`src/rtl/dbtu_pkg.sv`:
```
// ----------------------------------------------------------------------------
// Depth buffer test unit package
// Shared sizes, request and register codes, and controller interface types.
// ----------------------------------------------------------------------------
package dbtu_pkg;

  // Buffer geometry and word sizes
  localparam int MAX_WIDTH  = 256;
  localparam int MAX_HEIGHT = 256;
  localparam int DEPTH_BITS = 24;
  localparam int COLOR_BITS = 24;

  localparam int NPIX    = MAX_WIDTH * MAX_HEIGHT;
  localparam int ADDR_W  = (NPIX > 1) ? $clog2(NPIX) : 1;
  localparam int XW      = (MAX_WIDTH > 1) ? $clog2(MAX_WIDTH) : 1;
  localparam int YW      = (MAX_HEIGHT > 1) ? $clog2(MAX_HEIGHT) : 1;
  localparam int WCNT_W  = $clog2(MAX_WIDTH + 1);
  localparam int HCNT_W  = $clog2(MAX_HEIGHT + 1);
  localparam int MEM_W   = DEPTH_BITS + COLOR_BITS;

  // Request word fields
  localparam int REQ_W     = 2;
  localparam int COORD_W   = 12;
  localparam int FIELD_W   = 24;
  localparam int X_LSB     = 0;
  localparam int Y_LSB     = X_LSB + COORD_W;
  localparam int D_LSB     = Y_LSB + COORD_W;
  localparam int C_LSB     = D_LSB + FIELD_W;
  localparam int IN_DATA_W = ((C_LSB + FIELD_W + 7) / 8) * 8;

  // Result word: color, depth, in_bounds, was_written
  localparam int OUT_BITS   = FIELD_W + FIELD_W + 2;
  localparam int OUT_DATA_W = ((OUT_BITS + 7) / 8) * 8;

  // Width used for bound compares, covers coordinates and active sizes
  localparam int CMP_W = COORD_W + 1;

  // Request codes; the spare code behaves as a read
  localparam logic [REQ_W-1:0] REQ_DRAW  = 2'd0;
  localparam logic [REQ_W-1:0] REQ_READ  = 2'd1;
  localparam logic [REQ_W-1:0] REQ_CLEAR = 2'd2;

  // Configuration registers
  localparam int CFG_IDX_W  = 2;
  localparam int CFG_DATA_W = 24;
  localparam int DIM_W      = 9;
  localparam logic [CFG_IDX_W-1:0] CFG_ACTIVE_WIDTH  = 2'd0;
  localparam logic [CFG_IDX_W-1:0] CFG_ACTIVE_HEIGHT = 2'd1;
  localparam logic [CFG_IDX_W-1:0] CFG_CLEAR_COLOR   = 2'd2;

  localparam logic [DIM_W-1:0] DIM_RESET = 9'd256;

  // Controller to datapath
  typedef struct packed {
    logic accept;      // latch request, launch memory read
    logic eval_out;    // depth test, write back, load result
    logic sweep_step;  // write one cleared pixel, advance sweep
    logic clr_out;     // load result of a clear
  } ctrl_cmd_t;

  // Datapath to controller
  typedef struct packed {
    logic in_is_clear;
    logic area_empty;
    logic sweep_last;
    logic out_free;
  } ctrl_sts_t;

endpackage

```
`src/rtl/dbtu_ctrl.sv`:
```
// ----------------------------------------------------------------------------
// Depth buffer test unit controller
// Sequences request intake, depth test, clear sweeps and result hand-off.
// ----------------------------------------------------------------------------
module dbtu_ctrl (
  input  logic                clk_i,
  input  logic                rst_ni,
  input  logic                s_tvalid_i,
  output logic                s_tready_o,
  input  dbtu_pkg::ctrl_sts_t sts_i,
  output dbtu_pkg::ctrl_cmd_t cmd_o
);

  typedef enum logic [4:0] {
    S_INIT  = 5'b00001,
    S_IDLE  = 5'b00010,
    S_EVAL  = 5'b00100,
    S_CLEAR = 5'b01000,
    S_DONE  = 5'b10000
  } state_e;

  state_e state_q, state_d;

  always_ff @(posedge clk_i or negedge rst_ni) begin
    if (!rst_ni) begin
      state_q <= S_INIT;
    end else begin
      state_q <= state_d;
    end
  end

  assign s_tready_o = (state_q == S_IDLE);

  always_comb begin
    state_d = state_q;
    cmd_o   = '0;
    unique case (state_q)
      // Sweep the whole buffer once after reset
      S_INIT: begin
        cmd_o.sweep_step = 1'b1;
        if (sts_i.sweep_last) begin
          state_d = S_IDLE;
        end
      end
      S_IDLE: begin
        if (s_tvalid_i) begin
          cmd_o.accept = 1'b1;
          if (!sts_i.in_is_clear) begin
            state_d = S_EVAL;
          end else if (sts_i.area_empty) begin
            state_d = S_DONE;
          end else begin
            state_d = S_CLEAR;
          end
        end
      end
      // Hold the read data until the result register frees
      S_EVAL: begin
        if (sts_i.out_free) begin
          cmd_o.eval_out = 1'b1;
          state_d        = S_IDLE;
        end
      end
      S_CLEAR: begin
        cmd_o.sweep_step = 1'b1;
        if (sts_i.sweep_last) begin
          state_d = S_DONE;
        end
      end
      S_DONE: begin
        if (sts_i.out_free) begin
          cmd_o.clr_out = 1'b1;
          state_d       = S_IDLE;
        end
      end
      default: begin
        state_d = S_IDLE;
      end
    endcase
  end

endmodule

```
`config.mk`:
```
export PLATFORM = sky130hd
export DESIGN_NAME = dbtu_ctrl
export DESIGN_NICKNAME = d
export VERILOG_FILES = /design/src/rtl/dbtu_pkg.sv /design/src/rtl/dbtu_ctrl.sv
export SDC_FILE = /design/constraint.sdc
export NUM_CORES = 1
export LEC_CHECK = 0
export CAP_MARGIN = 10
export CORE_AREA = 2 2 39 41
export CTS_BUF_LIST = sky130_fd_sc_hd__clkbuf_4 sky130_fd_sc_hd__clkbuf_8 sky130_fd_sc_hd__clkbuf_16
export DETAILED_ROUTE_END_ITERATION = 12
export DIE_AREA = 0 0 41 43
export DONT_BUFFER_PORTS = 1
export REMOVE_ABC_BUFFERS = 1
export SYNTH_ARGS = -nofsm -noshare
export SYNTH_HDL_FRONTEND = slang
export SYNTH_SLANG_ARGS = --single-unit
```
`constraint.sdc`:
```
create_clock -name clk_i -period 1.6 [get_ports clk_i]
set_input_delay 0.16 -clock clk_i [delete_from_list [all_inputs] [get_ports clk_i]]
set_output_delay 0.16 -clock clk_i [all_outputs]
set_load 0.02 [all_outputs]
```
==> results.toml, run 1 <==
[run_status]
status = "complete, no violations"

[worst_setup_path]
r2r-start = "state_q[0]"
r2r_slack_ns = 0.04
cp-end-kind = "flop"
worst_setup_path_start_kind = "flop"
crit_type = "reg -> reg"
crit_fanout = 5
worstPathArrival_ns = 1.69
reg2reg_depth = 4
r2r_end = "state_q[2]"
cp_data_required_time_ns = 1.72

[drt]
antenna_left = 0
num_vias = 276
drt-initial-drc-count = 3
routed_wirelength_microns = 722
vias_per_cell = 4.60
drc_errors = 0
wl_per_cell_microns = 12.0
drtPass1Iterations = 2

[sta]
whs_ns = 0.105
rsz0062_at_grt = "true"
slew_headroom_pct = 83.3
max_freq_mhz = 639
setup_viol = 0
maxSlewViolCount = 0
hold_viol_final = 0
setup_ws_ns = 0.0355
clock_skew_ns = 0.00194
fin_crit_ns = 1.56
fin_crit_sh_pct = 97.8
worstMarginPinSlew_ns = 0.249

[finish]
layout.nets = 52
max_flop_register = "state_q"
diodes = 0
fillers = 153
syn_to_final_growth_pct = 48.2
seq_area_sq_um = 128
drive_gt1_share_pct = 54.5
top_regs = "state_q (5)"
largest_reg_flops = 5
multi_input_area_sq_um = 229

[global_routing]
grt_overflow = 0
grt_pass1_vias = 269
track_usage_pct = 10.1
antenna_found_initial = 0
grt_max_degree = 7
grt_pass1_wl_mm = 1.16

[clock_tree]
clk_latency_ns = 0.24
clock_sinks = 5
cts.path.max_buffers = 2
cts_buffers = 3
cts_root_buf = "clkbuf_4"
cts_max_level = 1
cts_tree = "yes"
clk_pin_slew_worst_paths_ns = 0.04
post_cts_buffers = 0

[floorplan]
fp.dieH_microns = 43
fp.dieW_microns = 41
ios = 12
start_util_pct = 23.2
die-area_sq_mm = 0.00176
core_area_sq_mm = 0.00138
placementRows = 14

[power_and_ir_drop]
p_sw_share_pct = 39.5
powerDensity_mw_per_mm2 = 1870
p_clk_share_pct = 18.5
seqPwrFrac_pct = 25.9
vdd_ir_drop_max_v = 0.000678
p_switching_mw = 0.352
p_leak_nw = 0.233
power_mw = 0.891
p_int_mw = 0.539
combinationalPowerShare_pct = 55.6

[logic_synthesis]
syn_avg_cell_area_sq_um = 10.0
synth_edf_count = 0
synthAdderAreaFrac_pct = 0
synth_commonest_cells = "dfrtp_1 (4), mux2_1 (3), nand2_1 (3), nor2_1 (3), nor3b_1 (3)"
yosysMostFrequentCell = "dfrtp_1"
synth_area_leader_cell = "dfrtp_1"
synth_compound_area_share_pct = 10.5
synth_top_family_by_area = "simple AND/OR/NAND/NOR gates"
ys_async_sr_fraction_pct = 100
synth_area_sq_um = 322
synth-xor-area-share_pct = 5.45
synth_area_leaders = "dfrtp_1 (31%), mux2_1 (11%), dfstp_2 (8.2%)"
yosysWarnings = 0
yosysSeqAreaShare_pct = 39.3
ys_seq_elements = 5
ys.flop_type = "dfrtp_1"
synthSimpleGateAreaFrac_pct = 31.9
yosysTopAreaCellShare_pct = 31.1
synthMuxAreaShare_pct = 10.5
synth.distinct_cells = 17
synthCells = 32

[hold_path]
hold_path_end = "state_q[0]"
hold_class = "in -> reg"
whs_path_depth = 2
hold_path_startpoint = "sts_i[1]"

[placed_design]
port-buffer-count = 0
gp_congestion = 0.736
place_ws_ns = 0.0326
hpwl_microns = 559

[flow_run]
maxCapViolations = 0
per-layer routing:
metal	GRT usage (%)	share of wire, %	vias to the layer above
met1	12.5	42	128
met4	8.00	2.1	0
met5	0	0	-
li1	-	-	139
met2	13.4	50	7
met3	3.66	5.3	2
stage by stage:
step / TNS, ns / std cells / utilization (%) / area (sq um)
3_3_place_gp: 0 / 55 / 28.5 / 394
6_report: 0 / 60 / 34.4 / 477
3_5_place_dp: 0 / 55 / 28.5 / 394
4_1_cts: 0 / 60 / 31.7 / 439
2_1_floorplan: 0 / 32 / - / 322
5_1_grt: -0.0265 / 60 / 34.4 / 477
power by group through the flow:
stage / registers, mW / logic (mW) / clock network (mW)
4_1_cts: 0.209 / 0.436 / 0.171
2_1_floorplan: 0.209 / 0.283 / 0
6_report: 0.231 / 0.496 / 0.164
3_5_place_dp: 0.207 / 0.428 / 0
3_3_place_gp: 0.205 / 0.422 / 0
5_1_grt: 0.238 / 0.542 / 0.181
placed cells by master (no fill, tap or decap):
| master | n |
|---|---|
| dfrtp_2 | 1 |
| nor3_2 | 1 |
| nand3b_1 | 2 |
| and3_2 | 1 |
| nand2_1 | 3 |
| inv_1 | 1 |
| nor3_4 | 1 |
| nand2_2 | 1 |
| dlygate4sd3_1 | 1 |
| o21ai_1 | 1 |
| buf_4 | 7 |
| dfstp_2 | 1 |
| mux2_4 | 3 |
| dfrtp_1 | 3 |
| clkbuf_4 | 4 |
| nor4_4 | 1 |
| o221a_4 | 1 |
| nor3b_2 | 1 |
| a31o_1 | 1 |
| nor3b_1 | 2 |
| inv_2 | 1 |
| and3_1 | 1 |
| xor2_1 | 2 |
| nor2_1 | 3 |
layout make-up:
type                       count  share of cell area, %
inverter                       2                   1.57
clock buffer                   4                   6.30
tap                           16                   4.20
sequential                     5                   26.8
multi-input combinational     25                   48.0
timing repair buffer           8                   13.1
cell families (layout without fill, tap and decap cells):
family / Yosys count / count (layout)
muxes: 3 / 3
buffers and inverters: 2 / 14
AOI/OAI and AO/OA: 3 / 3
DFF: 5 / 5
xor gates and xnor gates: 2 / 2
and+or+nand+nor: 17 / 17
what timing repair did:
action / in CTS / in global routing
gates cloned: 0 / 0
hold endpoints to repair: 5 / 0
hold buffers: 1 / 0
resized for setup: 1 / 9
endpoints found under the setup margin: 1 / 6
pin swaps: 0 / 3
worst max-delay path, stage by stage (launching register included):
cell	delay [ns]
dfstp_2	0.60
xor2_1	0.16
nand2_1	0.10
o221a_4	0.28
mux2_4	0.30
worst max-delay path by stage:
| stage | from | endpoint | slack [ns] | cells after the start |
|---|---|---|---|---|
| after floorplan | state_q[4] | state_q[2] | 0.02 | 4 |
| final | state_q[0] | state_q[2] | 0.04 | 4 |
| after detailed placement | state_q[4] | state_q[2] | 0.03 | 4 |
| after CTS | state_q[4] | s_tready_o | 0.02 | 4 |
| after global placement | state_q[4] | state_q[3] | 0.04 | 4 |
| after global routing | state_q[2] | state_q[3] | -0.01 | 4 |
Power figures use the tool's default switching activity.
==> run 2, diff against run 1 <==
==> constraint.sdc (replaced) <==
create_clock -name clk_i -period 1.6 [get_ports clk_i]
set_input_delay 0.32 -clock clk_i [delete_from_list [all_inputs] [get_ports clk_i]]
set_output_delay 0.32 -clock clk_i [all_outputs]
set_load 0.02 [all_outputs]
==> results.toml, run 2 (same netlist as run 1, synthesis figures left out) <==
[clock_tree]
cts_max_level = 1
clock_sinks = 5
cts.path.max_buffers = 2
cts_tree = "yes"
cts_root_buf = "clkbuf_4"
clk_latency_ns = 0.24
cts_buffers = 3
clk_pin_slew_worst_paths_ns = 0.04

[sta]
fin_crit_ns = 1.61
setup_viol = 3
setup_tns_ns = -0.0154
maxSlewViolCount = 0
rsz0062_at_grt = "true"
hold_viol_final = 0
clock_skew_ns = 0.00209
setup_ws_ns = -0.00660
worstMarginPinSlew_ns = 0.263
slew_headroom_pct = 82.4
whs_ns = 0.267
fin_crit_sh_pct = 100
max_freq_mhz = 622

[floorplan]
fp.dieW_microns = 41
die-area_sq_mm = 0.00176
placementRows = 14
ios = 12
core_area_sq_mm = 0.00138
fp.dieH_microns = 43
start_util_pct = 23.2

[drt]
drc_errors = 0
antenna_left = 0
drt-initial-drc-count = 3
wl_per_cell_microns = 12.1
drtPass1Iterations = 3
vias_per_cell = 4.63
num_vias = 287
routed_wirelength_microns = 751

[worst_setup_path]
worstPathArrival_ns = 1.29
cp-end-kind = "output pin"
worst_setup_path_start_kind = "flop"
crit_fanout = 3
cp_data_required_time_ns = 1.28
crit_type = "reg -> out"
r2r-start = "state_q[4]"
r2r_end = "state_q[2]"
r2r_slack_ns = 0.03
reg2reg_depth = 4

[power_and_ir_drop]
vdd_ir_drop_max_v = 0.000726
p_leak_nw = 0.240
powerDensity_mw_per_mm2 = 1940
power_mw = 0.975

[finish]
final_cell_mix = "buf_4 (8), clkbuf_4 (4)"
layout_commonest_cell = "buf_4"
diodes = 0
max_flop_register = "state_q"
syn_to_final_growth_pct = 56.4
drive_gt1_share_pct = 60.9
top_regs = "state_q (5)"
layout.nets = 54
largest_reg_flops = 5

[global_routing]
grt_overflow = 0
grt_pass1_vias = 298
track_usage_pct = 11.0
grt_max_degree = 6
grt_pass1_wl_mm = 1.24
antenna_found_initial = 0

[placed_design]
gp_congestion = 0.736
place_ws_ns = 0.0326
hpwl_microns = 559
port-buffer-count = 0

[run_status]
status = "finished, violations left"
violations = "negative setup slack"

[hold_path]
hold_path_end = "state_q[0]"
hold_class = "in -> reg"
whs_path_depth = 2
hold_path_startpoint = "sts_i[1]"

[flow_run]
maxCapViolations = 0
## run 2: how the worst max path moves through the flow
stage                           from          to  slack, ns  depth (start not counted)
after floorplan           state_q[3]    cmd_o[2]     -0.006                          3
after global routing      state_q[1]    cmd_o[0]      -0.13                          4
after CTS                 state_q[1]    cmd_o[2]      -0.03                          4
final                     state_q[4]  s_tready_o     -0.007                          4
after detailed placement  state_q[4]  state_q[2]       0.03                          4
after global placement    state_q[4]  state_q[3]       0.04                          4
## run 2: routing by layer
layer  part of all wire, %  wire length [microns]  track usage [%]  vias up
met2                    52                    389             15.6        7
met1                    41                    305             13.2      136
met4                   2.0                     15             8.00        0
met5                     0                      0                0        -
li1                      -                      -                -      142
met3                   5.5                     41             3.66        2
## run 2: worst max-delay path, cell delays in order, from the launching register on
cell	delay (ns)
dfrtp_1	0.42
nor4_4	0.32
nand2_2	0.11
buf_6	0.14
inv_6	0.06
## run 2: repair_timing
action	in CTS	in global routing
resized for setup	9	6
setup endpoints to repair	4	8
hold buffers	1	0
pin swaps	5	2
buffers inserted	2	0
hold endpoints to repair	5	0
## run 2: where the power goes
group | internal, mW | total (mW) | switching (mW)
clock network | 0.111 | 0.163 | 0.0521
logic | 0.322 | 0.596 | 0.275
registers | 0.167 | 0.215 | 0.0487
total | 0.600 | 0.975 | 0.376
## run 2: stage by stage
| step | instance area (sq um) | utilization [%] | cells |
|---|---|---|---|
| 3_5_place_dp | 394 | 28.5 | 55 |
| 5_1_grt | 503 | 36.3 | 62 |
| 4_1_cts | 480 | 34.7 | 62 |
| 3_3_place_gp | 394 | 28.5 | 55 |
| 2_1_floorplan | 322 | - | 32 |
| 6_report | 503 | 36.3 | 62 |
## run 2: area by class of cell
cell class	instances	area, sq um
Fill cell	149	881
Multi-Input combinational cell	25	231
Clock buffer	4	30.0
Timing Repair Buffer	10	81.3
Inverter	2	12.5
Tap cell	16	20.0
Sequential cell	5	128
